`src/rtl/sall_pkg.sv`:
```
// ----------------------------------------------------------------------------
// sall_pkg
// Shared types and constants for the sorted array linked list core.
// ----------------------------------------------------------------------------
package sall_pkg;

  localparam int SLOTS   = 16;
  localparam int IDX_W   = $clog2(SLOTS);
  localparam int VALUE_W = 32;
  localparam int SLOT_W  = 4;

  typedef logic [IDX_W-1:0] idx_t;

  typedef enum logic {
    REQ_INSERT = 1'b0,
    REQ_DELETE = 1'b1
  } req_t;

  typedef enum logic [1:0] {
    ST_OK        = 2'd0,
    ST_NOT_FOUND = 2'd1,
    ST_FULL      = 2'd2
  } status_t;

  typedef struct packed {
    req_t                       req_type;
    logic signed [VALUE_W-1:0]  value;
  } sall_in_t;

  typedef struct packed {
    status_t                    status;
    logic        [SLOT_W-1:0]   slot;
  } sall_out_t;

  typedef enum logic [3:0] {
    S_CLEAR,
    S_IDLE,
    S_SCAN,
    S_HEAD,
    S_LINK0,
    S_STEP,
    S_WR1,
    S_WR2,
    S_DW1,
    S_DW2,
    S_RESP
  } state_t;

endpackage

```
`src/rtl/sall_ram.sv`:
```
// ----------------------------------------------------------------------------
// sall_ram
// Generic single write port, single read port RAM with registered read data.
// ----------------------------------------------------------------------------
module sall_ram #(
  parameter int WIDTH = 8,
  parameter int DEPTH = 16
) (
  input  logic                     clk,
  input  logic                     we,
  input  logic [$clog2(DEPTH)-1:0] waddr,
  input  logic [WIDTH-1:0]         wdata,
  input  logic [$clog2(DEPTH)-1:0] raddr,
  output logic [WIDTH-1:0]         rdata
);

  logic [WIDTH-1:0] mem [DEPTH];

  always_ff @(posedge clk) begin
    if (we) begin
      mem[waddr] <= wdata;
    end
    rdata <= mem[raddr];
  end

endmodule

```
`src/rtl/sorted_array_linked_list_core.sv`:
```
// ----------------------------------------------------------------------------
// sorted_array_linked_list_core
// Ascending list of signed 32-bit values kept as links in a slot array.
// ----------------------------------------------------------------------------
// Usage:
//   in_data (req_type, value) is taken on in_valid & in_ready. An insert puts
//   the value into the lowest free slot and links it after the last element
//   not greater than it; a delete unlinks the first equal element and frees
//   its slot. Every word on the input yields exactly one word on out_data
//   (status, slot), handed over on out_valid & out_ready.
//   One item is worked at a time. An insert runs the free-slot scan (one
//   flag per cycle, over slots 1 to SLOTS-1) and then the list walk (one
//   element per cycle through the link and value RAMs); a delete runs only
//   the walk.
//   The walk pace is set by the registered read data of the RAMs: each
//   element's link read drives the next element's address.
//   After reset a clearing pass writes zero to every link entry, with
//   in_ready low. If the receiver stalls, the finished result waits in the
//   output register; the core still takes and works the next word and
//   holds its result until the output register frees up.
// ----------------------------------------------------------------------------
module sorted_array_linked_list_core (
  input  logic                clk,
  input  logic                rst_n,
  input  logic                in_valid,
  output logic                in_ready,
  input  sall_pkg::sall_in_t  in_data,
  output logic                out_valid,
  input  logic                out_ready,
  output sall_pkg::sall_out_t out_data
);
  import sall_pkg::*;

  localparam idx_t LAST = IDX_W'(SLOTS - 1);

  // Control state
  state_t     state_r, state_nxt;
  idx_t       scan_r, scan_nxt;
  logic [SLOTS-1:0] free_r, free_nxt;
  logic       out_valid_r, out_valid_nxt;

  // Working registers
  idx_t       cell_r, cell_nxt;
  idx_t       prev_r, prev_nxt;
  idx_t       cur_r, cur_nxt;
  idx_t       next_r, next_nxt;
  req_t       req_r, req_nxt;
  logic signed [VALUE_W-1:0] x_r, x_nxt;
  sall_out_t  res_r, res_nxt;
  sall_out_t  out_data_r, out_data_nxt;

  // RAM ports
  logic       link_we, val_we;
  idx_t       link_waddr, link_wdata, link_raddr, link_rdata;
  idx_t       val_waddr, val_raddr;
  logic [VALUE_W-1:0] val_wdata, val_rdata;

  sall_ram #(.WIDTH(IDX_W), .DEPTH(SLOTS)) u_link_ram (
    .clk   (clk),
    .we    (link_we),
    .waddr (link_waddr),
    .wdata (link_wdata),
    .raddr (link_raddr),
    .rdata (link_rdata)
  );

  sall_ram #(.WIDTH(VALUE_W), .DEPTH(SLOTS)) u_val_ram (
    .clk   (clk),
    .we    (val_we),
    .waddr (val_waddr),
    .wdata (val_wdata),
    .raddr (val_raddr),
    .rdata (val_rdata)
  );

  assign in_ready  = (state_r == S_IDLE);
  assign out_valid = out_valid_r;
  assign out_data  = out_data_r;

  always_ff @(posedge clk) begin
    if (!rst_n) begin
      state_r     <= S_CLEAR;
      scan_r      <= '0;
      free_r      <= {{(SLOTS-1){1'b1}}, 1'b0};
      out_valid_r <= 1'b0;
    end else begin
      state_r     <= state_nxt;
      scan_r      <= scan_nxt;
      free_r      <= free_nxt;
      out_valid_r <= out_valid_nxt;
    end
  end

  always_ff @(posedge clk) begin
    cell_r     <= cell_nxt;
    prev_r     <= prev_nxt;
    cur_r      <= cur_nxt;
    next_r     <= next_nxt;
    req_r      <= req_nxt;
    x_r        <= x_nxt;
    res_r      <= res_nxt;
    out_data_r <= out_data_nxt;
  end

  always_comb begin
    state_nxt     = state_r;
    scan_nxt      = scan_r;
    free_nxt      = free_r;
    out_valid_nxt = out_valid_r;
    cell_nxt      = cell_r;
    prev_nxt      = prev_r;
    cur_nxt       = cur_r;
    next_nxt      = next_r;
    req_nxt       = req_r;
    x_nxt         = x_r;
    res_nxt       = res_r;
    out_data_nxt  = out_data_r;

    link_we    = 1'b0;
    link_waddr = '0;
    link_wdata = '0;
    link_raddr = '0;
    val_we     = 1'b0;
    val_waddr  = '0;
    val_wdata  = '0;
    val_raddr  = '0;

    // Drain the output register
    if (out_valid_r && out_ready) begin
      out_valid_nxt = 1'b0;
    end

    case (state_r)
      S_CLEAR: begin
        // Zero one link entry per cycle; the sentinel ends up pointing to itself
        link_we    = 1'b1;
        link_waddr = scan_r;
        if (scan_r == LAST) begin
          scan_nxt  = '0;
          state_nxt = S_IDLE;
        end else begin
          scan_nxt = scan_r + idx_t'(1);
        end
      end

      S_IDLE: begin
        if (in_valid) begin
          req_nxt = in_data.req_type;
          x_nxt   = in_data.value;
          if (in_data.req_type == REQ_INSERT) begin
            scan_nxt  = idx_t'(1);
            state_nxt = S_SCAN;
          end else begin
            state_nxt = S_HEAD;
          end
        end
      end

      S_SCAN: begin
        // Look for the lowest free slot, one flag per cycle
        if (free_r[scan_r]) begin
          cell_nxt  = scan_r;
          state_nxt = S_HEAD;
        end else if (scan_r == LAST) begin
          res_nxt.status = ST_FULL;
          res_nxt.slot   = '0;
          state_nxt      = S_RESP;
        end else begin
          scan_nxt = scan_r + idx_t'(1);
        end
      end

      S_HEAD: begin
        link_raddr = '0;
        prev_nxt   = '0;
        state_nxt  = S_LINK0;
      end

      S_LINK0: begin
        // First element after the sentinel
        if (link_rdata == '0) begin
          if (req_r == REQ_INSERT) begin
            next_nxt  = '0;
            state_nxt = S_WR1;
          end else begin
            res_nxt.status = ST_NOT_FOUND;
            res_nxt.slot   = '0;
            state_nxt      = S_RESP;
          end
        end else begin
          cur_nxt    = link_rdata;
          link_raddr = link_rdata;
          val_raddr  = link_rdata;
          state_nxt  = S_STEP;
        end
      end

      S_STEP: begin
        // Value and link of cur_r are on the RAM outputs
        if (req_r == REQ_INSERT) begin
          if ($signed(val_rdata) > x_r) begin
            next_nxt  = cur_r;
            state_nxt = S_WR1;
          end else begin
            prev_nxt = cur_r;
            if (link_rdata == '0) begin
              next_nxt  = '0;
              state_nxt = S_WR1;
            end else begin
              cur_nxt    = link_rdata;
              link_raddr = link_rdata;
              val_raddr  = link_rdata;
            end
          end
        end else begin
          if ($signed(val_rdata) == x_r) begin
            next_nxt  = link_rdata;
            state_nxt = S_DW1;
          end else begin
            prev_nxt = cur_r;
            if (link_rdata == '0) begin
              res_nxt.status = ST_NOT_FOUND;
              res_nxt.slot   = '0;
              state_nxt      = S_RESP;
            end else begin
              cur_nxt    = link_rdata;
              link_raddr = link_rdata;
              val_raddr  = link_rdata;
            end
          end
        end
      end

      S_WR1: begin
        // New element points to its successor and takes the value
        link_we    = 1'b1;
        link_waddr = cell_r;
        link_wdata = next_r;
        val_we     = 1'b1;
        val_waddr  = cell_r;
        val_wdata  = x_r;
        state_nxt  = S_WR2;
      end

      S_WR2: begin
        link_we          = 1'b1;
        link_waddr       = prev_r;
        link_wdata       = cell_r;
        free_nxt[cell_r] = 1'b0;
        res_nxt.status   = ST_OK;
        res_nxt.slot     = SLOT_W'(cell_r);
        state_nxt        = S_RESP;
      end

      S_DW1: begin
        // Bypass the found element
        link_we    = 1'b1;
        link_waddr = prev_r;
        link_wdata = next_r;
        state_nxt  = S_DW2;
      end

      S_DW2: begin
        link_we         = 1'b1;
        link_waddr      = cur_r;
        link_wdata      = '0;
        free_nxt[cur_r] = 1'b1;
        res_nxt.status  = ST_OK;
        res_nxt.slot    = SLOT_W'(cur_r);
        state_nxt       = S_RESP;
      end

      S_RESP: begin
        // Hold until the output register is free or being drained
        if (!out_valid_r || out_ready) begin
          out_data_nxt  = res_r;
          out_valid_nxt = 1'b1;
          state_nxt     = S_IDLE;
        end
      end

      default: begin
        state_nxt = S_IDLE;
      end
    endcase
  end

endmodule
```
`config.mk`:
```
export PLATFORM = sky130hd
export DESIGN_NAME = sorted_array_linked_list_core
export DESIGN_NICKNAME = d
export VERILOG_FILES = /design/src/rtl/sall_pkg.sv /design/src/rtl/sall_ram.sv /design/src/rtl/sorted_array_linked_list_core.sv
export SDC_FILE = /design/constraint.sdc
export NUM_CORES = 1
export LEC_CHECK = 0
export ABC_AREA = 0
export BUFFER_PORTS_ARGS = -buffer_cell sky130_fd_sc_hd__buf_2
export CORE_MARGIN = 8
export CORE_UTILIZATION = 30
export CTS_CLUSTER_DIAMETER = 40
export CTS_CLUSTER_SIZE = 14
export DETAILED_ROUTE_END_ITERATION = 7
export GPL_ROUTABILITY_DRIVEN = 0
export HOLD_SLACK_MARGIN = 0.15
export PLACE_DENSITY = 0.48
export SYNTH_ARGS = -nofsm -noshare
export SYNTH_HDL_FRONTEND = slang
export SYNTH_SLANG_ARGS = --single-unit
```
`constraint.sdc`:
```
create_clock -name clk -period 3.9 [get_ports clk]
set_input_delay 1.17 -clock clk [delete_from_list [all_inputs] [get_ports clk]]
set_output_delay 1.17 -clock clk [all_outputs]
set_load 0.01 [all_outputs]
```
==> metrics.md, run 1 <==
| Metric | Value |
|---|---|
| Worst relative slew slack | 35.7% |
| Asr flop ratio synth | 0% |
| Number of I/O pins | 45 |
| First DRT Iteration DRCs | 1,508 |
| Setup CP Type | flop to flop |
| Fin Clk Skew | 0.0323 ns |
| Skew-Pair Late Insertion Delay | 0.67 ns |
| Yosys top cell area share | 66.9% |
| Leakage | 12.2 nW |
| Avg Inst Size Synth | 16.6 um2 |
| Port bufs | 44 |
| Final Hold Fails | 0 |
| DRC errors left | 0 |
| Period minus WS final | 3.68 ns |
| Chip width | 325 um |
| CTS H-Tree Depth | 3 |
| CP required | 4.17 ns |
| Starting Density | 30.2% |
| Final period util | 94.4% |
| Library cells used by synthesis | 59 |
| CTS Sinks | 698 |
| Routed Antenna Nets | 0 |
| Min-Delay Path Class | flop to flop |
| Global-route wire length before repair | 113 mm |
| Final core occ | 36.5% |
| Status | completed |
| Total wire length | 76.8 mm |
| Largest net degree at the start of global routing | 62 |
| Largest area contributor in the netlist | edfxtp_1 |
| Setup violators final | 0 |
| Hold buffers post-CTS | 0 |
| Global route overflow | 0 |
| P per Cell Area | 627 nW/um2 |
| VDD IR-drop max | 0.391 mV |
| Arrival time at the worst endpoint | 3.95 ns |
| Final Slew Violations | 0 |
| Worst setup SP type | flop |
| Ys Warns | 0 |
| FMAX | 272 MHz |
| Die area | 105,000 um2 |
| Clock-pin slew on the worst setup and hold paths | 0.05 ns |
| Crit end category | flop |
| Number of global-route vias before repair | 16,900 |
| TritonCTS clock tree | built |
| Critical path fanouts, max | 6 |
| Row cnt | 113 |
| #FFs+latches synth | 698 |
| Share of cells above drive strength 1 | 24.1% |
| Initial antenna violation count | 2 |
| Setup TNS | 0 ns |
| Root buffer cell | clkbuf_16 |
| Hpwl dp | 44.0 mm |
| Vias per cell | 5.23 |
| Unrepaired setup endpoints after global routing | false |
| Synth Net Count | 1,791 |
| Sequential element share of the synthesized area | 71.2% |
| Tot GR Track Use | 14.1% |
| Main flop type after synthesis | edfxtp_1 |
| Die Y | 325 um |
| Largest cells by area after synthesis | edfxtp_1 (67%), mux4_2 (8.9%), dfxtp_1 (4.3%) |
| Synthesized instance count | 1,721 |
| Drt wl/cell | 24.1 um |
| Core area | 94,700 um2 |
| Layout area overhead | 20.9% |
| Via count | 16,700 |
| Worst Max-Slew Pin Slew | 0.964 ns |
| Nets | 1,896 |
| Maximum clock path buffer count | 3 |
| Fillers | 8,888 |
| Post-synth EDFFs | 637 |
| Synthesized cell area | 28,600 um2 |
| Initial DRT Pass Iterations | 5 |
| Cts bufs inserted | 105 |
| Max Cap Viol | 0 |
[cell usage after synthesis, types with 3 or more instances]
cell      number
a21boi_0       3
a21o_1         3
a21oi_1       23
a221oi_1      37
a22o_1         8
a22oi_1        4
a31oi_1       36
a32oi_1       36
and3_1        43
buf_1         20
buf_2          7
buf_4          3
buf_6          4
clkbuf_1      83
dfxtp_1       61
edfxtp_1     637
ha_1          33
inv_1         36
mux2i_1       43
mux4_2       113
nand2_1       91
nand2b_1      12
nand3_1       28
nand3b_1       5
nand4_1        9
nand4b_1       3
nor2_1        87
nor2b_1       47
nor3_1        14
nor3b_1       41
nor4_1         3
o211ai_1       4
o21ai_0       33
o22ai_1       28
o22ai_2       10
o32ai_1       37
or2_2          4
or3_1          3
or4_1          5
[registers in the layout (all words and copies together), names as in the netlist, 6 cells and up]
name and count:
out_data 6, u_val_ram.rdata 32, u_val_ram.mem 512, x_r 32
res_r 6, u_link_ram.mem 64, free_r 16
[what timing repair did]
item | 4_1_cts | 5_1_grt
resized for setup | 0 | 0
setup buffers | 0 | 2
setup endpoints to repair | 0 | 4
[worst max-delay path: stages (launching register included)]
cell	delay (ns)
edfxtp_1	0.42
inv_1	0.11
ha_1	0.26
nand4_1	0.17
nor2_1	0.08
a221o_1	0.33
nor3_1	0.74
o21bai_1	0.20
xor2_1	0.18
nor4_1	0.07
buf_4	0.17
nor3_1	0.58
[logic make-up (layout without fill, tap and decap cells)]
group           Yosys count  count (layout)  share of synthesized area [%]
buf+inv                 154             351                           2.20
simple gates            400             400                           7.32
xor+xnor                  1               1                         0.0306
mux                     157             157                           10.4
flops                   698             698                           71.2
compound gates          278             278                           7.35
fa+ha+maj                33              33                           1.44
other cells               0               1                              0
[cell type report]
class	count	area [um2]	area share, %
Clock inverter	82	1030	2.98
Tap cell	1265	1580	4.58
Multi-Input combinational cell	869	7770	22.5
Antenna cell	1	2.50	0.00724
Sequential cell	698	20400	58.9
Clock buffer	117	2760	7.97
Timing Repair Buffer	115	916	2.65
Inverter	37	139	0.402
[stage by stage]
| stage | power (W) | cells | instance area [um2] | worst slack [ns] | hold slack, ns |
|---|---|---|---|---|---|
| global placement | 0.0119 | 2982 | 30700 | 0.329 | 0.416 |
| floorplan | 0.0108 | 1721 | 28600 | 0.168 | 0.400 |
| detailed placement | 0.0119 | 2982 | 30700 | 0.235 | 0.409 |
| global route | 0.0224 | 3183 | 34500 | 0.0353 | 0.432 |
| finish | 0.0217 | 3184 | 34500 | 0.218 | 0.419 |
| CTS | 0.0219 | 3181 | 34500 | 0.213 | 0.422 |
[report_power, final]
part | switching, W | internal, W | leakage (nW)
registers | 0.000311 | 0.00824 | 7.49
logic | 0.00194 | 0.00124 | 2.91
clock network | 0.00363 | 0.00630 | 1.80
[metal layers]
metal  share of wire (%)  global-route usage (%)  up-vias
li1                    -                       -     7228
met1                  46                    20.3     8717
met2                  46                    22.0      573
met3                 5.8                    2.42      137
met4                 2.1                    3.75        0
met5                   0                       0        -
[layout by cell type (no fill, tap or decap), types with 36 or more instances in the layout]
cell type  count
edfxtp_1     637
mux4_2       113
clkbuf_16    107
nand2_1       90
nor2_1        74
dfxtp_1       59
buf_4         58
nor2b_1       46
buf_2         44
mux2i_1       43
and3_1        42
nor3b_1       41
a221oi_1      37
o32ai_1       37
inv_1         36
a32oi_1       36
a31oi_1       36
[worst paths after layout]
path	to	start	cells after the start	slack [ns]
setup / recovery	prev_r[3]$_SDFFCE_PN0P_	x_r[13]$_DFFE_PP_	11	0.22
hold / removal	out_data[1]$_DFFE_PP_	res_r[1]$_DFFE_PP_	0	0.42
setup reg to reg	prev_r[3]$_SDFFCE_PN0P_	x_r[13]$_DFFE_PP_	11	0.22
hold reg to reg	out_data[1]$_DFFE_PP_	res_r[1]$_DFFE_PP_	0	0.42
No activity file was read; power rests on OpenSTA's default activity.
==> run 2: changes to the inputs <==
--- a/config.mk
+++ b/config.mk
@@ -6,15 +6,15 @@
 export NUM_CORES = 1
 export LEC_CHECK = 0
 export ABC_AREA = 0
-export BUFFER_PORTS_ARGS = -buffer_cell sky130_fd_sc_hd__buf_2
 export CORE_MARGIN = 8
 export CORE_UTILIZATION = 30
 export CTS_CLUSTER_DIAMETER = 40
 export CTS_CLUSTER_SIZE = 14
 export DETAILED_ROUTE_END_ITERATION = 7
+export DONT_BUFFER_PORTS = 1
 export GPL_ROUTABILITY_DRIVEN = 0
 export HOLD_SLACK_MARGIN = 0.15
-export PLACE_DENSITY = 0.48
+export PLACE_DENSITY = 0.46
 export SYNTH_ARGS = -nofsm -noshare
 export SYNTH_HDL_FRONTEND = slang
 export SYNTH_SLANG_ARGS = --single-unit
==> constraint.sdc (replaced) <==
create_clock -name clk -period 3.7 [get_ports clk]
set_input_delay 1.11 -clock clk [delete_from_list [all_inputs] [get_ports clk]]
set_output_delay 1.11 -clock clk [all_outputs]
set_load 0.01 [all_outputs]
==> run 2 against run 1 <==
Against the previous run: clock power increased by 6%; via count down 2.3%; largest power group unchanged; core utilization hardly changed; sequential share of layout area is essentially flat; fmax is 4.3% higher; final cell count fell by 0.85%; largest cell class unchanged; combinational power up 6%; die area unchanged; non-clock buffer count is 48 lower; critical endpoint is now cur_r[1]$_DFFE_PP_; flip-flop and latch count is the same.
==> metrics.md, run 2 (synthesized netlist as in run 1, its figures left out) <==
| Metric | Value |
|---|---|
| Global route overflow | 0 (unchanged) |
| Critical path cell sequence | inv_1 -> ha_1 -> nand4_1 -> nor2_1 -> a221o_1 -> nor3_1 -> o21bai_1 -> xor2_1 -> nor4_1 -> a2111oi_0 -> buf_4 (was inv_1 -> ha_1 -> nand4_1 -> nor2_1 -> a221o_1 -> nor3_1 -> o21bai_1 -> xor2_1 -> nor4_1 -> buf_4 -> nor3_1) |
| Post-CTS Setup Inserts | 0 (unchanged) |
| Internal power | 0.0167 W (was 0.0158 W) |
| Placed Area | 30,700 um2 (about the same) |
| CP Launch Point | x_r[13]$_DFFE_PP_ (unchanged) |
| Chip width | 325 um (unchanged) |
| Most common cell after layout, fill and taps aside | edfxtp_1 (unchanged) |
| Vias per cell | 5.15 (was 5.23) |
| Total wire length | 78.0 mm (was 76.8 mm) |
| Critical path's slowest cell | nor3_1 (unchanged) |
| Die area | 105,000 um2 (unchanged) |
| Setup TNS | 0 ns (unchanged) |
| Core area | 94,700 um2 (unchanged) |
| Top flop regs | u_val_ram.mem (512), u_link_ram.mem (64) (unchanged) |
| Tot GR Track Use | 14.3% (was 14.1%) |
| P per Cell Area | 664 nW/um2 (was 627 nW/um2) |
| Port bufs | 0 (was 44) |
| Hpwl dp | 43.2 mm (was 44.0 mm) |
| Initial antenna violation count | 21 (was 2) |
| Arrival time at the worst endpoint | 3.91 ns (was 3.95 ns) |
| Status | completed (unchanged) |
| Seq pwr share | 39.5% (about the same) |
| Worst setup SP type | flop (unchanged) |
| Post_cts resized | 0 (unchanged) |
| Global-route wire length before repair | 114 mm (was 113 mm) |
| Min-Delay Path Class | flop to flop (unchanged) |
| Crit-path max cell delay | 0.66 ns (was 0.74 ns) |
| VDD IR-drop max | 0.433 mV (was 0.391 mV) |
| Die Y | 325 um (unchanged) |
| Most frequent cells in the layout | edfxtp_1 (637), clkbuf_16 (115), mux4_2 (113) (was edfxtp_1 (637), mux4_2 (113), clkbuf_16 (107)) |
| Initial DRT Pass Iterations | 7 (was 5) |
| CTS H-Tree Depth | 3 (unchanged) |
| Maximum clock path buffer count | 3 (unchanged) |
| Fillers | 8,965 (was 8,888) |
| Largest net degree at the start of global routing | 45 (was 62) |
| DRC errors left | 0 (unchanged) |
| Crit end category | flop (unchanged) |
| CP required | 4.08 ns (was 4.17 ns) |
| Row cnt | 113 (unchanged) |
| Number of I/O pins | 45 (unchanged) |
| Cts bufs inserted | 111 (was 105) |
| Power Total | 0.0229 W (was 0.0217 W) |
| Multi-input logic area | 7770 um2 (about the same) |
| Via count | 16,300 (was 16,700) |
| R2R Path Start | x_r[13]$_DFFE_PP_ (unchanged) |
| Fin Clk Skew | 0.0276 ns (was 0.0323 ns) |
| Setup violators final | 0 (unchanged) |
| Leakage | 12.1 nW (was 12.2 nW) |
| Sw Share | 27.1% (about the same) |
| Worst relative slew slack | 25.8% (was 35.7%) |
| Net Switching | 0.00621 W (was 0.00588 W) |
| Unrepaired setup endpoints after global routing | false (unchanged) |
| Hold buffers post-CTS | 0 (unchanged) |
| Worst Max-Slew Pin Slew | 1.11 ns (was 0.964 ns) |
| Skew-Pair Late Insertion Delay | 0.66 ns (was 0.67 ns) |
| Logic gate share of total power | 14.7% (about the same) |
| Critical path fanouts, max | 4 (was 6) |
| Routed Antenna Nets | 0 (unchanged) |
| Starting Density | 30.2% (unchanged) |
| TritonCTS clock tree | built (unchanged) |
| Layout area overhead | 20.8% (was 20.9%) |
| Crit path max-delay family | simple AND/OR/NAND/NOR gates (unchanged) |
| FMAX | 283 MHz (was 272 MHz) |
| First DRT Iteration DRCs | 1,478 (was 1,508) |
| Setup CP Type | flop to flop (unchanged) |
| Final Slew Violations | 0 (unchanged) |
| Final period util | 95.4% (was 94.4%) |
| Nets | 1,854 (was 1,896) |
| Root buffer cell | clkbuf_16 (unchanged) |
| Final Cell Area | 34,500 um2 (about the same) |
| Clock power share | 45.8% (about the same) |
| Period minus WS final | 3.53 ns (was 3.68 ns) |
| Max Cap Viol | 0 (unchanged) |
| Number of global-route vias before repair | 16,800 (was 16,900) |
| Clock-pin slew on the worst setup and hold paths | 0.06 ns (was 0.05 ns) |
| HP Start | res_r[1]$_DFFE_PP_ (unchanged) |
| Share of cells above drive strength 1 | 22.2% (was 24.1%) |
| CTS Sinks | 698 (unchanged) |
| Max FFs per register | 512 (unchanged) |
| Register Area | 20,400 um2 (unchanged) |
| Crit path buffers/inverters | 2 (unchanged) |
| Drt wl/cell | 24.7 um (was 24.1 um) |
| Final Hold Fails | 0 (unchanged) |
| Most flop-heavy register | u_val_ram.mem (unchanged) |
run 2: cell count changes in the layout (fill, tap and decap cells not counted), sizes merged:
cell	before	now
clkinvlp	18	9
inv	57	53
clkbuf	117	130
clkinv	27	42
bufinv	17	13
diode	1	11
buf	115	67
run 2: cell type report:
type                    instances  share of cell area, %
multi-input cells             869                   22.5
inverters                      37                  0.402
diodes                         11                 0.0797
clock buffers                 130                   8.53
flip-flops and latches        698                   59.0
well taps                    1265                   4.58
clock inverters                80                   2.57
repair buffers                 67                   2.36
run 2: power groups by stage:
stage | combinational, W | clock [W] | sequential, W
3_3_place_gp | 0.00338 | 0 | 0.00923
6_report | 0.00337 | 0.0105 | 0.00906
4_1_cts | 0.00342 | 0.0107 | 0.00908
2_1_floorplan | 0.00243 | 0 | 0.00890
5_1_grt | 0.00364 | 0.0110 | 0.00910
3_5_place_dp | 0.00342 | 0 | 0.00923
run 2: final timing paths:
kind / to / slack [ns] / cells after the start
max: cur_r[1]$_DFFE_PP_ / 0.17 / 11
min: out_data[1]$_DFFE_PP_ / 0.42 / 0
max reg2reg: cur_r[1]$_DFFE_PP_ / 0.17 / 11
min reg2reg: out_data[1]$_DFFE_PP_ / 0.42 / 0
run 2: through the flow:
step,cells,util (%),hold slack (ns),setup slack [ns]
floorplan,1721,-,0.400,0.00815
global placement,2936,32.4,0.418,0.229
detailed placement,2936,32.4,0.408,0.205
CTS,3146,36.4,0.423,0.196
global route,3146,36.4,0.429,0.0543
finish,3157,36.5,0.418,0.170
run 2: per-layer routing:
layer  global-route usage (%)  part of all wire (%)  vias to the layer above
met2                     22.9                    47                      509
met5                        0                 0.069                        -
met4                     4.04                   2.2                        8
met3                     3.71                   6.9                      141
met1                     19.1                    44                     8442
li1                         -                     -                     7173
==> run 3: changes to the inputs <==
--- a/config.mk
+++ b/config.mk
@@ -17,4 +17,5 @@
 export PLACE_DENSITY = 0.46
 export SYNTH_ARGS = -nofsm -noshare
 export SYNTH_HDL_FRONTEND = slang
+export SYNTH_HIERARCHICAL = 1
 export SYNTH_SLANG_ARGS = --single-unit
==> run 3 against run 2 <==
Against the previous run: critical path depth grew 6; clock skew grew 0.0049 ns; non-clock buffer count grew 131; worst setup slack lost 0.13 ns; sequential share of layout area shrank 1.4 points; clock power is essentially flat; first-iteration DRC count shrank 19%; area after synthesis shrank 3.7%; final cell count shrank 5.4%; core utilization grew 2.3 points; critical endpoint is now u_val_ram/rdata[14]$_DFF_P_; largest cell class unchanged; highest routed layer unchanged.
==> metrics.md, run 3 <==
| Metric | Value |
|---|---|
| Status | completed (unchanged) |
| Critical path's slowest cell | or4b_4 (was nor3_1) |
| Initial DRT Pass Iterations | 5 (was 7) |
| Worst setup margin | 0.0420 ns (was 0.170 ns) |
| Maximum clock path buffer count | 3 (unchanged) |
| Clock-pin slew on the worst setup and hold paths | 0.05 ns (was 0.06 ns) |
| Root buffer cell | clkbuf_16 (unchanged) |
| Global route overflow | 0 (unchanged) |
| Placed Area | 30,400 um2 (was 30,700 um2) |
| Hold buffers post-CTS | 0 (unchanged) |
| Vias per cell | 5.01 (was 5.15) |
| Worst Max-Slew Pin Slew | 1.32 ns (was 1.11 ns) |
| Row cnt | 111 (was 113) |
| Min-Delay Path Class | flop to flop (unchanged) |
| Crit end category | flop (unchanged) |
| Tot GR Track Use | 14.3% (about the same) |
| Die Y | 319 um (was 325 um) |
| Unrepaired setup endpoints after global routing | true (was false) |
| Setup violators final | 0 (unchanged) |
| Skew-Pair Late Insertion Delay | 0.66 ns (about the same) |
| Hold endpoint | out_data[2]$_DFFE_PP_ (was out_data[1]$_DFFE_PP_) |
| Synthesized instance count | 1,476 (was 1,721) |
| Max Cap Viol | 0 (unchanged) |
| Most flop-heavy register | u_val_ram/mem (was u_val_ram.mem) |
| Non-Filler Instances | 2,986 (was 3,157) |
| Critical path fanouts, max | 5 (was 4) |
| R2r setup slk | 0.04 ns (was 0.17 ns) |
| Most frequent cell after synthesis | edfxtp_1 (unchanged) |
| Most common cell after layout, fill and taps aside | edfxtp_1 (unchanged) |
| #FFs+latches synth | 698 (unchanged) |
| R2R cell count | 17 (was 11) |
| Synthesized cell area | 27,500 um2 (was 28,600 um2) |
| Core area | 91,200 um2 (was 94,700 um2) |
| CTS H-Tree Depth | 3 (unchanged) |
| Share of cells above drive strength 1 | 36.4% (was 22.2%) |
| TritonCTS clock tree | built (unchanged) |
| Max FFs per register | 512 (unchanged) |
| Yosys top cell area share | 69.5% (was 66.9%) |
| Main flop type after synthesis | edfxtp_1 (unchanged) |
| Asr flop ratio synth | 0% (unchanged) |
| Final Hold Fails | 0 (unchanged) |
| Number of I/O pins | 45 (unchanged) |
| Largest area contributor in the netlist | edfxtp_1 (unchanged) |
| Library cells used by synthesis | 66 (was 59) |
| Leakage | 12.9 nW (was 12.1 nW) |
| Avg Inst Size Synth | 18.7 um2 (was 16.6 um2) |
| Crit-path max cell delay | 0.63 ns (was 0.66 ns) |
| Synth Net Count | 1,546 (was 1,791) |
| Starting Density | 30.2% (about the same) |
| Critical path cell sequence | inv_2 -> ha_4 -> buf_6 -> nand4_1 -> or4b_4 -> nor2_4 -> a21oi_2 -> nand3b_1 -> o21ai_2 -> buf_6 -> nor2_4 -> buf_12 -> buf_12 -> buf_16 -> mux4_2 -> a22oi_2 -> nand2_1 (was inv_1 -> ha_1 -> nand4_1 -> nor2_1 -> a221o_1 -> nor3_1 -> o21bai_1 -> xor2_1 -> nor4_1 -> a2111oi_0 -> buf_4) |
| Largest cells by area after synthesis | edfxtp_1 (69%), mux4_2 (11%), dfxtp_1 (4.4%) (was edfxtp_1 (67%), mux4_2 (8.9%), dfxtp_1 (4.3%)) |
| Most common library cells after synthesis | edfxtp_1 (637), mux4_2 (134), nand2_1 (75) (was edfxtp_1 (637), mux4_2 (113), nand2_1 (91)) |
| Most frequent cells in the layout | edfxtp_1 (637), mux4_2 (140), buf_4 (135) (was edfxtp_1 (637), clkbuf_16 (115), mux4_2 (113)) |
| Die area | 102,000 um2 (was 105,000 um2) |
| Chip width | 319 um (was 325 um) |
| VDD IR-drop max | 0.314 mV (was 0.433 mV) |
| Fin Clk Skew | 0.0326 ns (was 0.0276 ns) |
| Fillers | 8,205 (was 8,965) |
| Hold Crit Depth | 0 (unchanged) |
| Worst slack, placed | -0.373 ns (was 0.205 ns) |
| Drt wl/cell | 24.7 um (about the same) |
| Period minus WS final | 3.66 ns (was 3.53 ns) |
| Largest net degree at the start of global routing | 34 (was 45) |
| Worst relative slew slack | 11.3% (was 25.8%) |
| Via count | 15,000 (was 16,300) |
| FMAX | 273 MHz (was 283 MHz) |
| FF-to-FF End | u_val_ram/rdata[14]$_DFF_P_ (was cur_r[1]$_DFFE_PP_) |
| Arrival time at the worst endpoint | 4.20 ns (was 3.91 ns) |
| Setup CP Type | flop to flop (unchanged) |
| Final Slew Violations | 0 (unchanged) |
| Worst setup SP type | flop (unchanged) |
| Hpwl dp | 42.9 mm (was 43.2 mm) |
| Layout area overhead | 28.5% (was 20.8%) |
| R2R Path Start | x_r[5]$_DFFE_PP_ (was x_r[13]$_DFFE_PP_) |
| P per Cell Area | 598 nW/um2 (was 664 nW/um2) |
| HP Start | res_r[2]$_DFFE_PP_ (was res_r[1]$_DFFE_PP_) |
| Ys Warns | 6 (was 0) |
| Total wire length | 73.7 mm (was 78.0 mm) |
| Port bufs | 0 (unchanged) |
| Global-route wire length before repair | 109 mm (was 114 mm) |
| Initial antenna violation count | 9 (was 21) |
| DRC errors left | 0 (unchanged) |
| CTS Sinks | 698 (unchanged) |
| Nets | 1,778 (was 1,854) |
| CP required | 4.24 ns (was 4.08 ns) |
| Placed Instances | 2,742 (was 2,936) |
| First DRT Iteration DRCs | 1,197 (was 1,478) |
| Final Cell Area | 35,400 um2 (was 34,500 um2) |
| Routed Antenna Nets | 0 (unchanged) |
| Final period util | 98.9% (was 95.4%) |
| Top flop regs | u_val_ram/mem (512), u_link_ram/mem (64) (was u_val_ram.mem (512), u_link_ram.mem (64)) |
| Number of global-route vias before repair | 15,800 (was 16,800) |
| Post-synth EDFFs | 637 (unchanged) |
| Cts bufs inserted | 108 (was 111) |
| Sequential element share of the synthesized area | 73.9% (was 71.2%) |
-- run 3: kinds of logic (layout without fill, tap and decap cells) --
family,after synthesis,count (layout),share of synthesized area (%)
flip-flops,698,698,73.9
AND/OR/NAND/NOR,284,284,5.27
AO/OA/AOI/OAI,181,181,4.66
multiplexers,158,158,12.7
buffers and inverters,122,444,1.92
adder cells (fa/ha/maj),33,33,1.50
other,0,2,0
-- run 3: repair_timing --
action	in CTS	in global routing
pin swaps	26	61
gates cloned	8	2
setup buffers	31	7
setup endpoints to repair	36	48
resized for setup	66	67
-- run 3: critical path, delay by kind of cell, from the launching register on --
family	cells	cell delay, ns
flops	1	0.37
mux	1	0.52
fa+ha+maj	1	0.27
compound gates	3	0.33
buf+inv	6	0.71
simple gates	6	1.30
-- run 3: final cells by class --
| type | count | area [um2] | share of cell area [%] |
|---|---|---|---|
| clock buffers | 117 | 2820 | 7.98 |
| inverters | 46 | 173 | 0.488 |
| well taps | 1186 | 1480 | 4.19 |
| flip-flops and latches | 698 | 20400 | 57.5 |
| repair buffers | 198 | 2220 | 6.27 |
| multi-input cells | 656 | 7260 | 20.5 |
| clock inverters | 83 | 1060 | 3.00 |
| diodes | 2 | 5.00 | 0.0141 |
-- run 3: worst max path at each step --
| stage | from | end | slack [ns] | depth (start not counted) |
|---|---|---|---|---|
| 2_1_floorplan | x_r[10]$_DFFE_PP_ | u_val_ram/rdata[10]$_DFF_P_ | 0.19 | 14 |
| 4_1_cts | x_r[5]$_DFFE_PP_ | u_val_ram/rdata[14]$_DFF_P_ | -0.005 | 18 |
| 6_report | x_r[5]$_DFFE_PP_ | u_val_ram/rdata[14]$_DFF_P_ | 0.04 | 17 |
| 3_3_place_gp | x_r[5]$_DFFE_PP_ | u_link_ram/rdata[2]$_DFF_P_ | -0.36 | 15 |
| 3_5_place_dp | x_r[5]$_DFFE_PP_ | u_val_ram/rdata[27]$_DFF_P_ | -0.37 | 16 |
| 5_1_grt | x_r[5]$_DFFE_PP_ | u_val_ram/rdata[15]$_DFF_P_ | -0.12 | 17 |
-- run 3: through the flow --
stage / power, W / setup TNS (ns) / utilization, % / hold WS, ns
after floorplan: 0.00991 / 0 / - / 0.400
after global placement: 0.0105 / -9.58 / 33.3 / 0.408
after detailed placement: 0.0105 / -10.09 / 33.3 / 0.411
after CTS: 0.0213 / -0.00991 / 38.4 / 0.424
after global routing: 0.0218 / -2.14 / 38.8 / 0.427
final: 0.0211 / 0 / 38.8 / 0.422
-- run 3: power breakdown --
part | internal [W] | switching [W] | leakage [nW] | total (W)
logic | 0.000587 | 0.000921 | 3.51 | 0.00151
registers | 0.00875 | 0.000192 | 7.47 | 0.00894
clock network | 0.00685 | 0.00385 | 1.88 | 0.0107
-- run 3: layer usage --
layer	GRT usage [%]	wire, um	vias up
met5	0	26	-
met4	3.52	1400	4
met3	3.06	4200	120
met2	23.0	34900	403
met1	19.8	33200	7885
li1	-	-	6556
